===== src/design/nsd_pkg.sv =====
// Shared widths, codes, the query token type and a constant helper for the seed distance block.
package nsd_pkg;

    localparam int POS_W      = 8;
    localparam int IDX_W      = 4;
    localparam int CFG_W      = 5;
    localparam int CNT_W      = 9;
    localparam int SQ_W       = 17;
    localparam int DIST_W     = 9;
    localparam int SQRT_STEPS = 9;

    localparam int NUM_SEEDS_DEF    = 16;
    localparam int IMAGE_WIDTH_DEF  = 256;
    localparam int IMAGE_HEIGHT_DEF = 256;

    localparam logic [CFG_W-1:0] SEEDS_RESET = CFG_W'(16);

    localparam logic CMD_LOAD  = 1'b0;
    localparam logic CMD_QUERY = 1'b1;

    // A query as it travels down the cell row.
    typedef struct packed {
        logic             valid;
        logic [POS_W-1:0] px;
        logic [POS_W-1:0] py;
        logic             seen;
        logic [SQ_W-1:0]  min_sq;
    } t_token;

    // Floor of the square root, evaluated at elaboration only.
    function automatic int isqrt_const(input int value);
        int v;
        int root;
        int bitv;
        v    = value;
        root = 0;
        bitv = 1 << 30;
        while (bitv > v) begin
            bitv = bitv >> 2;
        end
        while (bitv != 0) begin
            if (v >= root + bitv) begin
                v    = v - (root + bitv);
                root = (root >> 1) + bitv;
            end else begin
                root = root >> 1;
            end
            bitv = bitv >> 2;
        end
        return root;
    endfunction

endpackage


===== src/design/nsd_sqrt.sv =====
// Iterative integer square root, two radicand bits per cycle.
module nsd_sqrt (
    input  logic                         i_clk,
    input  logic                         i_rst_n,
    input  logic                         i_start,
    input  logic [nsd_pkg::SQ_W-1:0]     i_radicand,
    output logic                         o_done,
    output logic [nsd_pkg::DIST_W-1:0]   o_root
);

    localparam int RadW  = 2 * nsd_pkg::SQRT_STEPS;
    localparam int RemW  = nsd_pkg::DIST_W + 1;
    localparam int CntW  = $clog2(nsd_pkg::SQRT_STEPS);
    localparam logic [CntW-1:0] LastStep = CntW'(nsd_pkg::SQRT_STEPS - 1);

    logic                        r_active;
    logic                        r_done;
    logic [CntW-1:0]             r_count;
    logic [RadW-1:0]             r_rad;
    logic [RemW-1:0]             r_rem;
    logic [nsd_pkg::DIST_W-1:0]  r_root;
    logic [RemW+1:0]             w_shifted;
    logic [RemW+1:0]             w_trial;
    logic                        w_fits;

    always_comb begin
        w_shifted = {r_rem, r_rad[RadW-1 -: 2]};
        w_trial   = {1'b0, r_root, 2'b01};
        w_fits    = (w_shifted >= w_trial);
    end

    always_ff @(posedge i_clk) begin
        if (!i_rst_n) begin
            r_active <= 1'b0;
            r_done   <= 1'b0;
            r_count  <= '0;
        end else begin
            r_done <= 1'b0;
            if (i_start) begin
                r_active <= 1'b1;
                r_count  <= '0;
            end else if (r_active) begin
                r_count <= r_count + 1'b1;
                if (r_count == LastStep) begin
                    r_active <= 1'b0;
                    r_done   <= 1'b1;
                end
            end
        end
    end

    always_ff @(posedge i_clk) begin
        if (i_start) begin
            r_rad  <= RadW'(i_radicand);
            r_rem  <= '0;
            r_root <= '0;
        end else if (r_active) begin
            r_rad <= {r_rad[RadW-3:0], 2'b00};
            if (w_fits) begin
                r_rem  <= RemW'(w_shifted - w_trial);
                r_root <= {r_root[nsd_pkg::DIST_W-2:0], 1'b1};
            end else begin
                r_rem  <= RemW'(w_shifted);
                r_root <= {r_root[nsd_pkg::DIST_W-2:0], 1'b0};
            end
        end
    end

    assign o_done = r_done;
    assign o_root = r_root;

endmodule


===== config.mk =====
export PLATFORM = sky130hd
export DESIGN_NAME = nsd_sqrt
export DESIGN_NICKNAME = d
export VERILOG_FILES = /design/src/design/nsd_pkg.sv /design/src/design/nsd_sqrt.sv
export SDC_FILE = /design/constraint.sdc
export NUM_CORES = 1
export LEC_CHECK = 0
export BUFFER_PORTS_ARGS = -buffer_cell sky130_fd_sc_hd__buf_2
export CORE_ASPECT_RATIO = 0.6
export CORE_UTILIZATION = 25
export DETAILED_ROUTE_END_ITERATION = 8
export HOLD_SLACK_MARGIN = 0.12
export PLACE_DENSITY = 0.44
export SLEW_MARGIN = 30
export SYNTH_ARGS = -nofsm -noshare
export SYNTH_HDL_FRONTEND = slang
export SYNTH_SLANG_ARGS = --single-unit

===== constraint.sdc =====
create_clock -name i_clk -period 1.9 [get_ports i_clk]
set_input_delay 0.38 -clock i_clk [delete_from_list [all_inputs] [get_ports i_clk]]
set_output_delay 0.38 -clock i_clk [all_outputs]
set_load 0.01 [all_outputs]

## Yosys cells after proc, flatten, opt, wreduce, memory -nomap -nowiden

Cells that the tools add are included.
W data, S select, Z words.

| storage, ports and cells | value |
|---|---|
| output and inout port bits | 10 |
| memory bits (read-only) | 0 |
| flip-flop bits (word level) | 43 |
| latch bits | 0 |
| logic and storage cells | 24 |
| memories kept | 0 |
| input bits | 20 |
| RAM bits | 0 |

| cells by class | value |
|---|---|
| div/mod/pow operators | 0 |
| shifts and indexed selects | 0 |
| equality and inequality tests | 1 |
| bitwise gates (word level) | 2 |
| $lt $le $gt $ge | 1 |
| multipliers | 0 |
| muxes and demuxes | 8 |
| add/sub/neg operators | 2 |
| reductions and logical operators | 3 |

Operators by type and width:

| kind | count |
|---|---|
| $mux W17 | 2 |
| $ge A12 B11 Y1 | 1 |
| $mux W10 | 1 |
| $sub A10 B10 Y10 | 1 |
| $mux W1 | 5 |
| $add A4 B1 Y4 const B | 1 |
| $eq A4 B4 Y1 const B | 1 |
| $reduce_or A3 Y1 | 1 |
| $not A1 Y1 | 2 |
| $reduce_bool A2 Y1 | 1 |
| $reduce_or A2 Y1 | 1 |

## Depth between registers and ports, before layout

| logic depth | value |
|---|---|
| depth in word-level cells | 4 |
| mapped depth | 9 |
| depth with buffers taken out | 7 |

## Worst setup path after synthesis

Ideal clock, no wire load.

| timing path | value |
|---|---|
| path kind | register -> register |
| from | register r_root, in the netlist o_root[7] |
| to | register r_rem[0] |
| data required time | 1783 ps |
| slack | -112 ps |
| arrival time | 1895 ps |
| setup time | 117 ps |
| path buffers | 0 |
| cell stages (with the launch flop) | 8 |
| period minus slack after synthesis | 2012 ps |
| cell sequence | dfxtp_1 > inv_1 > ha_1 > a21o_1 > a211o_1 > a41oi_4 > nand3_1 > a32o_1 |

| between the ends | value |
|---|---|
| cells in the longest elaborated chain, start to end | 2 |

Ends and longest elaborated chain:

| what | RTL line | text |
|---|---|---|
| start: declaration | nsd_sqrt.sv:21 | `logic [nsd_pkg::DIST_W-1:0] r_root;` |
| start signal: assignment | nsd_sqrt.sv:61 | `r_root <= {r_root[nsd_pkg::DIST_W-2:0], 1'b1};` |
| start signal: assignment | nsd_sqrt.sv:64 | `r_root <= {r_root[nsd_pkg::DIST_W-2:0], 1'b0};` |
| $ge A12 B11 Y1 | nsd_sqrt.sv:29 | `w_fits = (w_shifted >= w_trial);` |
| $mux W10 | nsd_sqrt.sv:59 | `if (w_fits) begin` |
| end signal: assignment | nsd_sqrt.sv:60 | `r_rem <= RemW'(w_shifted - w_trial);` |
| end signal: assignment | nsd_sqrt.sv:63 | `r_rem <= RemW'(w_shifted);` |
| end: declaration | nsd_sqrt.sv:20 | `logic [RemW-1:0] r_rem;` |

No other way between the ends.
A chain may end at the register's enable or synchronous reset.

## Worst setup path in the final report

Same ends and word-level chain as after synthesis.

==> results.sh <==
export IMPL_antenna_diode_count=0
export IMPL_timing_slew_headroom=0.5870
export IMPL_synth_enable_flop_cells=17
export IMPL_number_of_distinct_library_cell_variants_in_the_gate_level_netlist_after_synthesis=46
export IMPL_layout_common_cells="sky130_fd_sc_hd__buf_4, sky130_fd_sc_hd__buf_2, sky130_fd_sc_hd__nor2_1"
export IMPL_critical_path_slowest_cell="sky130_fd_sc_hd__dfxtp_2"
export IMPL_first_global_vias=1807
export IMPL_synth_area_per_cell_um2=10.23
export IMPL_fp_dieW_um=126.1
export IMPL_boundaryPins=30
export IMPL_clock_tree_from_tritoncts="built"
export IMPL_dp_area_um2=2883
export IMPL_maxCapViolations=0
export IMPL_setup_tns_ns=0
export IMPL_firstDrtPassIters=4
export IMPL_yosys_warnings=0
export IMPL_detail_route_wl_per_cell_um=15.17
export IMPL_clk_pin_slew_worst_paths_ns=0.06
export IMPL_num_vias=1875
export IMPL_coreArea_um2=8751
export IMPL_crit_required_ns=2.08
export IMPL_syn2layout_area_growth_pct=41.47
export IMPL_finalWorstPathRequiredPeriod_ns=1.879
export IMPL_cp_cell_sequence="inv_2 -> ha_4 -> buf_6 -> and4b_2 -> a41o_1 -> buf_6 -> o21ai_1 -> a32o_1"
export IMPL_rsz0062_at_grt="yes"
export IMPL_combinationalPowerShare=0.553
export IMPL_ys_seq_area_frac=0.4461
export IMPL_route_antenna_remaining_nets=0
export IMPL_final_period_utilization=0.9887
export IMPL_power_total_mw=4.532
export IMPL_max_frequency_mhz=532.3
export IMPL_worst_path_largest_cell_delay_ns=0.33
export IMPL_grt_remaining_overflow=0
export IMPL_synth_fp_nets=259
export IMPL_setup_viol=0
export IMPL_holdCritPathClass="input pin to flip-flop"
export IMPL_drt_iter0_drc=167
export IMPL_synth_top_cells_by_area="sky130_fd_sc_hd__dfxtp_1, sky130_fd_sc_hd__edfxtp_1, sky130_fd_sc_hd__mux2_2"
export IMPL_cts_hold_buffers_added=0
export IMPL_port_buffers=29
export IMPL_critPathCaptureType="flip-flop"
export IMPL_hold_start="i_rst_n"
export IMPL_cts_buffers_inserted=5
export IMPL_critical_path_arrival_ns=2.06
export IMPL_number_of_antenna_violations_at_the_first_check_in_global_routing=0
export IMPL_worst_hold_slack_ns=0.3228
export IMPL_yosys_area_top_type="sky130_fd_sc_hd__dfxtp_1"
export IMPL_crit_reg2reg_launch="o_root[7]"
export IMPL_fillers=882
export IMPL_power_clock_fraction=0.189
export IMPL_routability_congestion_estimate=0.7889
export IMPL_routed_wl_um=6280
export IMPL_via_per_inst=4.529
export IMPL_fraction_of_registers_with_async_set_or_reset_after_synthesis=0
export IMPL_final_core_util=0.3736
export IMPL_cts_root_buf="sky130_fd_sc_hd__clkbuf_16"
export IMPL_criticalPathCategory="flip-flop to flip-flop"
export IMPL_status="finished clean"
export IMPL_power_density_cell_area_nw_per_um2=1386
export IMPL_cts_num_sinks=43
export IMPL_layout_cells_most_common="sky130_fd_sc_hd__buf_4"
export IMPL_final_setup_skew_ns=0.004880
export IMPL_power_leakage_nw=1.335
export IMPL_synthDominantCellAreaShare=0.2252
export IMPL_intPower_mw=2.753
export IMPL_floorplan_die_area_um2=9645
export IMPL_grt_first_pass_wirelength_um=9798
export IMPL_syn_cell_area_um2=2311
export IMPL_total_routing_usage_gr=0.1376
export IMPL_grt_start_max_net_pins=26
export IMPL_placementRows=26
export IMPL_final_hold_violation_count=0
export IMPL_die_h_um=76.48
export IMPL_crit_top_cell="sky130_fd_sc_hd__buf_6"
export IMPL_power_sequential_fraction=0.258
export IMPL_synthFlopType="sky130_fd_sc_hd__dfxtp_1"
export IMPL_clock_tree_buffer_depth=2
export IMPL_power_switching_fraction=0.3926
export IMPL_syn_instance_count=226
export IMPL_power_ir_vdd_worst_uv=500.4
export IMPL_postSynthRegisterBits=43
export IMPL_detail_route_drc_violations=0
export IMPL_finalMaxSlewViolations=0
export IMPL_nNetsFinal=334
export IMPL_floorplan_initialDensity=0.2641
export IMPL_cts_htree_levels=2
export IMPL_drive_above_1_share=0.4536
export IMPL_clkLatencyLatePin_ns=0.29
export IMPL_max_slew_worst_pin_slew_ns=0.6172
export IMPL_finalInstanceArea_um2=3269
export IMPL_setup_worst_path_start="o_root[7]"
export IMPL_critical_path_startpoint_type="flip-flop"
export IMPL_critical_path_peak_fanout=5
export IMPL_netSwitchingPower_mw=1.779
export IMPL_dp_hpwl_um=4341
==> layer usage <==
metal | track usage | routed length, um | share of wire
met5 | 0 | 0 | 0
met4 | 0.05060 | 87 | 0.014
met3 | 0.04846 | 321 | 0.051
met2 | 0.1613 | 2175 | 0.35
met1 | 0.2156 | 3695 | 0.59
==> what timing repair did <==
action	CTS	global route
cloned	1	0
pin swaps	2	13
endpoints found under the setup margin	11	11
gates resized for setup	15	31
setup buffers	1	4
==> cells by family after synthesis <==
family | Yosys count | share of synthesized area
and+or+nand+nor | 67 | 0.1473
AOI/OAI and AO/OA | 43 | 0.1408
DFF | 43 | 0.4461
buffers and inverters | 26 | 0.04440
muxes | 26 | 0.1207
adders and majority gates | 13 | 0.07039
xor gates and xnor gates | 8 | 0.03032
==> sequential cells by signal (all words and copies together), names as in the netlist <==
| name | flops |
|---|---|
| r_count | 4 |
| r_rad | 18 |
| o_done | 1 |
| r_rem | 10 |
| o_root | 9 |
| r_active | 1 |
==> final timing paths <==
kind | cells after the start | slack [ns] | end
setup / recovery | 8 | 0.02 | r_rem[0]
hold / removal | 2 | 0.32 | r_active
setup reg to reg | 8 | 0.02 | r_rem[0]
hold reg to reg | 2 | 0.50 | o_root[0]
==> cell type report <==
class                      count  area, um^2  share of cell area
clock inverter                 2       12.51            0.003827
timing repair buffer          75       505.5              0.1546
tap                          112       140.1             0.04286
multi-input combinational    158        1374              0.4202
sequential                    43        1041              0.3184
clock buffer                   6       128.9             0.03942
inverter                      18       67.56             0.02067
==> power groups by stage <==
stage / Combinational [mW] / Clock, mW / Sequential [mW]
CTS: 2.14 / 0.886 / 1.16
floorplan: 1.14 / 0 / 1.15
global route: 2.68 / 0.924 / 1.18
detailed placement: 1.89 / 0 / 1.17
finish: 2.50 / 0.857 / 1.17
global placement: 1.92 / 0 / 1.18
==> stage by stage <==
step / cells / worst slack (ns)
after floorplan: 226 / 0.04967
after global placement: 400 / -0.09874
after detailed placement: 400 / -0.1132
after CTS: 410 / -0.01540
after global routing: 414 / -0.05141
final: 414 / 0.02146
==> cells in the mapped netlist (3+ instances only) <==
library cell and number:
sky130_fd_sc_hd__nor3_1 3, sky130_fd_sc_hd__o211ai_1 3, sky130_fd_sc_hd__edfxtp_1 17, sky130_fd_sc_hd__dfxtp_1 26
sky130_fd_sc_hd__xnor2_1 5, sky130_fd_sc_hd__mux2_2 15, sky130_fd_sc_hd__nand4_1 6, sky130_fd_sc_hd__a21oi_1 7
sky130_fd_sc_hd__xor2_1 3, sky130_fd_sc_hd__o21ai_0 3, sky130_fd_sc_hd__buf_2 4, sky130_fd_sc_hd__nor2_1 21
sky130_fd_sc_hd__nand2b_1 5, sky130_fd_sc_hd__and2_1 6, sky130_fd_sc_hd__nand3_1 5, sky130_fd_sc_hd__nor2b_1 3
sky130_fd_sc_hd__inv_1 18, sky130_fd_sc_hd__mux2i_1 11, sky130_fd_sc_hd__o21ai_1 8, sky130_fd_sc_hd__nand2_1 11
sky130_fd_sc_hd__ha_1 13
==> critical path: cells and delay by family, from the launching register on <==
kind,cells,cell delay (ns)
flops,1,0.33
buf+inv,3,0.26
simple gates,1,0.32
fa+ha+maj,1,0.26
compound gates,3,0.59
No activity file was read; power rests on OpenSTA's default activity.
