### src/design/nsd_pkg.sv
// Shared widths, codes, the query token type and a constant helper for the seed distance block.
package nsd_pkg;

    localparam int POS_W      = 8;
    localparam int IDX_W      = 4;
    localparam int CFG_W      = 5;
    localparam int CNT_W      = 9;
    localparam int SQ_W       = 17;
    localparam int DIST_W     = 9;
    localparam int SQRT_STEPS = 9;

    localparam int NUM_SEEDS_DEF    = 16;
    localparam int IMAGE_WIDTH_DEF  = 256;
    localparam int IMAGE_HEIGHT_DEF = 256;

    localparam logic [CFG_W-1:0] SEEDS_RESET = CFG_W'(16);

    localparam logic CMD_LOAD  = 1'b0;
    localparam logic CMD_QUERY = 1'b1;

    // A query as it travels down the cell row.
    typedef struct packed {
        logic             valid;
        logic [POS_W-1:0] px;
        logic [POS_W-1:0] py;
        logic             seen;
        logic [SQ_W-1:0]  min_sq;
    } t_token;

    // Floor of the square root, evaluated at elaboration only.
    function automatic int isqrt_const(input int value);
        int v;
        int root;
        int bitv;
        v    = value;
        root = 0;
        bitv = 1 << 30;
        while (bitv > v) begin
            bitv = bitv >> 2;
        end
        while (bitv != 0) begin
            if (v >= root + bitv) begin
                v    = v - (root + bitv);
                root = (root >> 1) + bitv;
            end else begin
                root = root >> 1;
            end
            bitv = bitv >> 2;
        end
        return root;
    endfunction

endpackage

### src/design/nsd_cell.sv
// One seed cell: stores a seed and folds its squared distance into the passing query.
module nsd_cell #(
    parameter int CELL_INDEX = 0
) (
    input  logic                          i_clk,
    input  logic                          i_rst_n,
    input  logic                          i_load,
    input  logic [nsd_pkg::IDX_W-1:0]     i_load_index,
    input  logic [nsd_pkg::POS_W-1:0]     i_load_x,
    input  logic [nsd_pkg::POS_W-1:0]     i_load_y,
    input  logic [nsd_pkg::CNT_W-1:0]     i_count,
    input  nsd_pkg::t_token               i_token,
    output nsd_pkg::t_token               o_token
);

    localparam bit Addressable = (CELL_INDEX < (1 << nsd_pkg::IDX_W));

    logic [nsd_pkg::POS_W-1:0]   r_seed_x;
    logic [nsd_pkg::POS_W-1:0]   r_seed_y;
    nsd_pkg::t_token             r_token;
    nsd_pkg::t_token             n_token;
    logic [nsd_pkg::POS_W-1:0]   w_dx;
    logic [nsd_pkg::POS_W-1:0]   w_dy;
    logic [2*nsd_pkg::POS_W-1:0] w_dx2;
    logic [2*nsd_pkg::POS_W-1:0] w_dy2;
    logic [nsd_pkg::SQ_W-1:0]    w_sum;
    logic                        w_in_use;

    always_ff @(posedge i_clk) begin
        if (Addressable && i_load &&
            (i_load_index == nsd_pkg::IDX_W'(CELL_INDEX))) begin
            r_seed_x <= i_load_x;
            r_seed_y <= i_load_y;
        end
    end

    always_comb begin
        w_dx     = (r_seed_x > i_token.px) ? (r_seed_x - i_token.px) : (i_token.px - r_seed_x);
        w_dy     = (r_seed_y > i_token.py) ? (r_seed_y - i_token.py) : (i_token.py - r_seed_y);
        w_dx2    = w_dx * w_dx;
        w_dy2    = w_dy * w_dy;
        w_sum    = nsd_pkg::SQ_W'(w_dx2) + nsd_pkg::SQ_W'(w_dy2);
        w_in_use = (nsd_pkg::CNT_W'(CELL_INDEX) < i_count);
        n_token  = i_token;
        if (w_in_use && (!i_token.seen || (w_sum < i_token.min_sq))) begin
            n_token.seen   = 1'b1;
            n_token.min_sq = w_sum;
        end
    end

    always_ff @(posedge i_clk) begin
        if (!i_rst_n) begin
            r_token.valid <= 1'b0;
        end else begin
            r_token.valid <= n_token.valid;
        end
        r_token.px     <= n_token.px;
        r_token.py     <= n_token.py;
        r_token.seen   <= n_token.seen;
        r_token.min_sq <= n_token.min_sq;
    end

    assign o_token = r_token;

endmodule

### config.mk
export PLATFORM = sky130hd
export DESIGN_NAME = nsd_cell
export DESIGN_NICKNAME = d
export VERILOG_FILES = /design/src/design/nsd_pkg.sv /design/src/design/nsd_cell.sv
export SDC_FILE = /design/constraint.sdc
export NUM_CORES = 1
export LEC_CHECK = 0
export ABC_AREA = 0
export BUFFER_PORTS_ARGS = -buffer_cell sky130_fd_sc_hd__buf_2
export CAP_MARGIN = 5
export CORE_MARGIN = 2
export CORE_UTILIZATION = 60
export DETAILED_ROUTE_END_ITERATION = 6
export GPL_TIMING_DRIVEN = 1
export PLACE_DENSITY = 0.84
export RECOVER_POWER = 50
export SKIP_LAST_GASP = 1
export SLEW_MARGIN = 20
export SYNTH_ARGS = -nofsm -noshare
export SYNTH_HDL_FRONTEND = slang
export SYNTH_SLANG_ARGS = --single-unit
### constraint.sdc
create_clock -name i_clk -period 28.5 [get_ports i_clk]
set_input_delay 5.7 -clock i_clk [delete_from_list [all_inputs] [get_ports i_clk]]
set_output_delay 5.7 -clock i_clk [all_outputs]
set_load 0.01 [all_outputs]
After elaboration in Yosys (flattened, before gate mapping):

Cells that the tools add are included.

* memory bits (writable): 0
* memories kept: 0
* ROM bits: 0
* logic and storage cells: 26
* bits in latches: 0
* output and inout bits: 35
* input bits: 67
* flip-flop bits (word level): 51

* shifts and indexed selects: 0
* add/subtract/negate cells: 5
* mux-type cells: 3
* equal/unequal tests: 0
* reductions and logical operators: 5
* $lt $le $gt $ge: 4
* bitwise logic cells: 0
* divide/modulo/power cells: 0
* multiply operators: 2

Operators by type and width (count)
* $mul 8x8->16: 2
* $sub 8x8->8: 4
* $add 16x16->17: 1
* $lt 17x17->1: 1
* $mux 17: 1
* $gt 8x8->1: 2
* $mux 8: 2
* $lt 1x9->1 const A: 1
* $logic_not 4->1: 1
* $logic_and 1x1->1: 2
* $logic_not 1->1: 1
* $logic_or 1x1->1: 1

Depth between registers and ports, before layout:

Gate-level depths: netlist of the first run.

* word-level depth: 8
* gate-level depth with buffers: 39
* mapped depth without buffers: 38

Least setup slack after synthesis of the first run:

Ideal clock, no wire load.

* kind: input port to flip-flop
* start point: input i_token[26] in the netlist's numbering
* end point: register r_token (netlist bit o_token[10])
* setup slack: 14.146 ns
* stages on the path: 33
* data arrival time: 14.234 ns
* path buffers: 1
* setup time: 0.121 ns
* data required time: 28.379 ns
* cells stage by stage: ha_1 -> inv_1 -> fa_1 -> a21o_1 -> a21oi_1 -> o221ai_1 -> o211ai_2 -> mux2i_1 -> xor2_1 -> inv_1 -> or2_1 -> fa_1 -> fa_1 -> inv_1 -> fa_1 -> fa_1 -> fa_1 -> inv_1 -> fa_1 -> inv_1 -> ha_1 -> nand4_1 -> a2111oi_0 -> o211ai_1 -> a31oi_1 -> a31oi_1 -> ha_1 -> nand3_1 -> nor2_1 -> o2111ai_1 -> o31ai_2 -> buf_2 -> mux2_2

RTL lines
* from (decl): RTL line nsd_cell.sv:12 `input nsd_pkg::t_token i_token,`
* to (decl): RTL line nsd_cell.sv:20 `nsd_pkg::t_token r_token;`

==> qor.txt, run 1 <==
reg2reg setup slack: 18.38 ns
PortBufs: 101
CP required: 28.73 ns
CTS resizes: 0
share of layout cells above drive strength 1: 14.1%
Fmax achieved: 0.0660 GHz
initial drt markers: 231
Routed wire per std cell: 14.2 µm
worst-skew pair later-pin latency: 0.33 ns
most frequent CP cell: fa_1
diode count: 0
setup repair after global routing missed its margin: false
die width: 109 µm
final net count: 1047
CP Class: input pin to flip-flop
FF-to-FF path depth: 36
sequential area share after synthesis: 17.9%
slowest stage cell, crit path: a2111oi_0
row cnt: 38
register clock-pin slew on the reported worst setup and hold paths: 0.10 ns
total number of vias: 4983
CP Max Fanout: 17
setup total negative slack: 0 ns
crit end category: flip-flop
Layout area overhead: 10.9%
number of synthesized flops with an enable pin: 16
Async SR Flop Fraction: 0%
die height: 109 µm
Buf+Inv Stages, Crit Path: 7
Slew @ Worst Pin: 0.957 ns
DRT antenna net count: 0
DRT Pass-1 Iters: 6
Post-synth top flop: dfxtp_1
worst slack at placement: 13.19 ns
gpl congestion: 0.964
Clock Sinks: 51
Starting Density: 61.1%
initial antenna violation count: 0
RR Endpoint: o_token[15]
YS warnings: 0
# hold bufs at CTS: 0
Synth cell types: 52
HPWL after detailed placement: 11.7 mm
max_cap viols: 0
residual DRC count: 0
first-pass GRT wire length: 22.2 mm
Worst R2R Start: r_seed_x[0]
Routed Wire Length: 13.4 mm
clock tree from TritonCTS: yes
Critical Path End: o_token[15]
Ports: 102
Mapped Nets: 944
outcome: completed
Final Critical Period: 15.15 ns
Period Utilization, post-route: 53.2%
core area: 10800 µm²
post-synthesis instance total: 697
Setup violations, final: 0
DR vias/cell: 5.30
Die ar.: 11800 µm²
CP Data Arrival Time: 15.38 ns
Final Hold Vio Count: 0
crit-path leading delay family: adder cells
Post-CTS Setup Inserts: 0
GRT Total Usage: 24.0%
hold_ws: 1.21 ns
Final Skew: 0.00760 ns
Syn Area/Cell: 9.46 µm²
Inserted Clock Buffers: 5
crit path launch type: input pin
synthesized flop and latch total: 51
htree depth: 2
GRT overflow: 0
worst min path class: flip-flop to flip-flop
vias in the first global route: 5199
largest net degree at the start of global routing: 19
Critical Path Start: i_token[27]
Slew HR: 34.3%
Final WS setup: 13.35 ns
Max Buffers Root-to-Sink: 2
Post-Syn Area: 6600 µm²
fin util: 67.8%
CP Depth: 35
clk root buf: clkbuf_8
fin. max-slew vios: 0
slowest stage delay, CP: 0.75 ns
Fillers: 816
==> per-stage QoR <==
stage               cell area, µm²  instances
finish                        7320        941
CTS                           7360        941
global route                  7320        941
floorplan                     6600        697
global placement              7260        933
detailed placement            7260        933
==> worst min path at each step <==
stage                start         end  slack (ns)  cells past startpoint
3_3_place_gp   r_seed_y[0]  o_token[0]        1.14                      4
2_1_floorplan  r_seed_x[1]  o_token[2]        1.05                      5
6_report       r_seed_y[0]  o_token[0]        1.21                      4
3_5_place_dp   r_seed_y[0]  o_token[0]        1.19                      4
4_1_cts        r_seed_y[0]  o_token[0]        1.22                      4
5_1_grt        r_seed_y[0]  o_token[0]        1.27                      4
==> worst register-to-register path: cells and delay by family (launching register included) <==
kind | cells | cell delay (ns)
AO/OA/AOI/OAI | 9 | 2.41
XOR/XNOR | 2 | 0.74
adder cells (fa/ha/maj) | 10 | 4.25
buffers and inverters | 7 | 0.76
flip-flops | 1 | 0.43
multiplexers | 2 | 0.60
AND/OR/NAND/NOR | 6 | 0.82
==> metal layers <==
metal	vias up	wire length (µm)	global-route usage, %
met5	-	0	0
met4	0	261	7.69
met3	21	803	4.72
met2	170	7020	45.6
met1	2380	5300	26.6
li1	2412	-	-
==> cell usage in the layout, fill, tap and decap left out, types with 3 or more instances in the layout <==
cell type,synthesis,routed
inv_1,173,173
ha_1,100,100
fa_1,80,80
buf_2,3,69
nor2_1,53,53
dfxtp_1,35,35
a21oi_1,32,32
clkbuf_1,4,32
nand2_1,27,27
o21ai_0,16,16
xnor2_1,16,16
mux2_2,16,16
edfxtp_1,16,16
a21o_1,14,14
mux2i_1,14,14
xor2_1,12,12
a31oi_1,7,7
nand2b_1,7,7
nor2b_1,6,6
or2_2,6,6
nand3_1,5,5
clkbuf_8,0,5
and3_1,4,4
and2_1,4,4
or2_1,4,4
a221o_1,3,3
a211oi_1,3,3
==> kinds of logic after synthesis <==
group           after synthesis  share of synthesized area [%]
compound gates               95                           9.75
xor+xnor                     31                           4.46
fa+ha+maj                   180                           43.2
buf+inv                     181                           10.4
flops                        51                           17.9
mux                          30                           4.86
simple gates                129                           9.43
==> state kept, by name (all words and copies together) (netlist names) <==
signal and cells:
o_token 35, r_seed_x 8, r_seed_y 8
==> layout make-up <==
| cell class | instances | area (µm²) | share of cell area [%] |
|---|---|---|---|
| clock buffers | 5 | 68.8 | 0.940 |
| multi-input cells | 465 | 4730 | 64.7 |
| flip-flops and latches | 51 | 1180 | 16.1 |
| clock inverters | 3 | 26.3 | 0.359 |
| well taps | 140 | 175 | 2.39 |
| inverters | 174 | 653 | 8.93 |
| repair buffers | 103 | 480 | 6.57 |
==> synth_stat cells (all sizes together), types with 2 or more instances <==
library cell | count | area (µm²)
a211oi | 3 | 22.5
a21boi | 2 | 15.0
a21o | 14 | 105
a21oi | 32 | 160
a221o | 3 | 30.0
a221oi | 3 | 61.3
a31oi | 7 | 43.8
and2 | 4 | 25.0
and3 | 5 | 36.3
and4 | 2 | 17.5
buf | 3 | 15.0
clkbuf | 4 | 15.0
dfxtp | 35 | 701
edfxtp | 16 | 480
fa | 80 | 1600
ha | 100 | 1250
inv | 174 | 653
mux2 | 16 | 180
mux2i | 14 | 140
nand2 | 27 | 101
nand2b | 8 | 57.6
nand3 | 5 | 25.0
nand3b | 2 | 15.0
nand4 | 2 | 12.5
nor2 | 54 | 205
nor2b | 6 | 37.5
nor4 | 2 | 12.5
o2111ai | 2 | 17.5
o211ai | 3 | 27.5
o21a | 2 | 15.0
o21ai | 17 | 85.1
o21bai | 2 | 15.0
or2 | 10 | 62.6
xnor2 | 17 | 156
xor2 | 14 | 138
Power of run 1 is not shown: default switching activity piles up to over one toggle a cycle in this logic, so the estimate is an artifact.
==> inputs of run 2 (changes only) <==
--- a/config.mk
+++ b/config.mk
@@ -9,10 +9,10 @@
 export BUFFER_PORTS_ARGS = -buffer_cell sky130_fd_sc_hd__buf_2
 export CAP_MARGIN = 5
 export CORE_MARGIN = 2
-export CORE_UTILIZATION = 60
+export CORE_UTILIZATION = 53
 export DETAILED_ROUTE_END_ITERATION = 6
 export GPL_TIMING_DRIVEN = 1
-export PLACE_DENSITY = 0.84
+export PLACE_DENSITY = 0.78
 export RECOVER_POWER = 50
 export SKIP_LAST_GASP = 1
 export SLEW_MARGIN = 20
==> constraint.sdc (replaced) <==
create_clock -name i_clk -period 13.3 [get_ports i_clk]
set_input_delay 2.66 -clock i_clk [delete_from_list [all_inputs] [get_ports i_clk]]
set_output_delay 2.66 -clock i_clk [all_outputs]
set_load 0.01 [all_outputs]
==> run 2 against run 1 <==
  * Worst hold slack better by 0.025 ns
  * Via count fell by 3.5%
  * Flip-flop and latch count unchanged
  * Design area rose by 1.6%
  * Core utilization is 6.2 points lower
  * Register-to-register slack worse by 15 ns
  * Sequential share of layout area decreased by 0.25 points
  * First-iteration DRC count fell by 14%
  * Critical path depth decreased by 2
  * Routed wire length is 6.9% lower
  * Final cell count rose by 3.3%
  * Global-route usage fell by 4.1 points
  * Largest cell class unchanged
  * Highest routed layer unchanged
==> qor.txt, run 2 (synthesis gave the netlist of run 1 again) <==
Final Cell Area: 7430 µm² (+1.6%)
diode count: 0 (unchanged)
register clock-pin slew on the reported worst setup and hold paths: 0.07 ns (-0.03 ns)
DR vias/cell: 4.95 (-6.6%)
share of layout cells above drive strength 1: 14.6% (+0.44 points)
Starting Density: 54.7% (-6.4 points)
GRT Total Usage: 19.8% (-4.1 points)
first-pass GRT wire length: 21.2 mm (-4.4%)
Ports: 102 (unchanged)
vias in the first global route: 4894 (-5.9%)
initial antenna violation count: 0 (unchanged)
most frequent cells in the layout: inv_1 (173), ha_1 (100), fa_1 (80)
Post-CTS Setup Inserts: 0 (unchanged)
critical hold path startpoint: r_seed_y[0]
most frequent CP cell: fa_1
Final Hold Vio Count: 0 (unchanged)
total number of vias: 4807 (-3.5%)
htree depth: 2 (unchanged)
slowest stage cell, crit path: o31ai_2
Slew HR: 38.9% (+4.6 points)
CTS resizes: 0 (unchanged)
gpl congestion: 0.950 (-1.4%)
max_cap viols: 0 (unchanged)
Clock Sinks: 51 (unchanged)
row cnt: 40 (+5.3%)
Max Buffers Root-to-Sink: 2 (unchanged)
clock tree from TritonCTS: yes
crit path launch type: input pin
Final Critical Period: 12.04 ns
reg2reg setup slack: 3.33 ns (-15.05 ns)
RR Endpoint: o_token[7]
Routed wire per std cell: 12.8 µm (-9.8%)
Worst R2R Start: r_seed_x[0]
FF-to-FF path depth: 34 (-5.6%)
CP required: 13.50 ns (-15.23 ns)
DRT Pass-1 Iters: 4 (-2)
initial drt markers: 199 (-14%)
DRT antenna net count: 0 (unchanged)
CP Data Arrival Time: 12.23 ns (-3.15 ns)
die width: 116 µm (+6.2%)
Slew @ Worst Pin: 0.890 ns (-0.0670 ns)
hold depth: 4 (unchanged)
setup total negative slack: 0 ns (unchanged)
Fmax achieved: 0.0831 GHz
Final Skew: 0.0102 ns (+0.00260 ns)
PortBufs: 101 (unchanged)
Layout area overhead: 12.7%
clk root buf: clkbuf_16
Period Utilization, post-route: 90.5%
GRT overflow: 0 (unchanged)
core area: 12100 µm² (+12%)
# hold bufs at CTS: 0 (unchanged)
largest net degree at the start of global routing: 19 (unchanged)
die height: 116 µm (+6.2%)
CP Class: input pin to flip-flop
worst-skew pair later-pin latency: 0.31 ns (-0.02 ns)
outcome: completed
slowest stage delay, CP: 0.63 ns (-0.12 ns)
Routed Wire Length: 12.5 mm (-6.9%)
crit end category: flip-flop
Setup violations, final: 0 (unchanged)
hold endpoint: o_token[0]
commonest non-fill, non-tap cell in the layout: inv_1
fin. max-slew vios: 0 (unchanged)
HPWL after detailed placement: 10.9 mm (-6.6%)
Post-DP Area: 7320 µm² (+0.79%)
Die ar.: 13400 µm² (+13%)
number of flip-flops under the largest register name: 35 (unchanged)
final net count: 1050 (+0.29%)
worst min path class: flip-flop to flip-flop
residual DRC count: 0 (unchanged)
setup repair after global routing missed its margin: false
CP Max Fanout: 10 (-7)
Inserted Clock Buffers: 5 (unchanged)
## run 2: cell types whose count changed in the layout (fill, tap and decap cells not counted), sizes merged
cell / previous run / this run
clkbuf: 37 / 36
inv: 176 / 175
buf: 71 / 75
clkinvlp: 0 / 1
## run 2: how the worst max path moves through the flow
| stage | start | to | depth (start not counted) |
|---|---|---|---|
| 2_1_floorplan | i_token[26] | o_token[10] | 33 |
| 3_3_place_gp | i_token[26] | o_token[1] | 34 |
| 3_5_place_dp | i_token[26] | o_token[7] | 34 |
| 4_1_cts | i_token[26] | o_token[7] | 34 |
| 5_1_grt | i_token[27] | o_token[6] | 33 |
| 6_report | i_token[27] | o_token[7] | 33 |
## run 2: per-layer routing
metal / vias up / share of wire, % / wire length, µm / GRT usage, %
met1: 2245 / 44 / 5450 / 24.3
met2: 118 / 49 / 6090 / 35.2
li1: 2426 / - / - / -
met3: 18 / 5.3 / 661 / 3.71
met5: - / 0 / 0 / 0
met4: 0 / 2.1 / 261 / 6.59
## run 2: critical path: cells and delay by family
kind,cells,cell delay [ns]
fa+ha+maj,9,4.20
xor+xnor,1,0.44
buf+inv,7,0.98
mux,2,0.62
simple gates,4,0.67
compound gates,10,2.67
## run 2: area by class of cell
| class | count | area (µm²) |
|---|---|---|
| sequential | 51 | 1180 |
| fill | 1064 | 4630 |
| inverter | 174 | 653 |
| tap | 168 | 210 |
| multi-input combinational | 465 | 4730 |
| clock buffer | 5 | 125 |
| timing repair buffer | 106 | 504 |
| clock inverter | 3 | 27.5 |
## run 2: through the flow
step / hold slack [ns] / setup slack [ns] / utilization [%] / instances
2_1_floorplan: 1.05 / 1.99 / - / 697
3_3_place_gp: 1.17 / 1.25 / 60.7 / 964
3_5_place_dp: 1.19 / 1.03 / 60.7 / 964
4_1_cts: 1.22 / 1.31 / 62.0 / 972
5_1_grt: 1.28 / 0.463 / 61.6 / 972
6_report: 1.23 / 1.26 / 61.6 / 972
Power of run 2 is left out for the same reason.
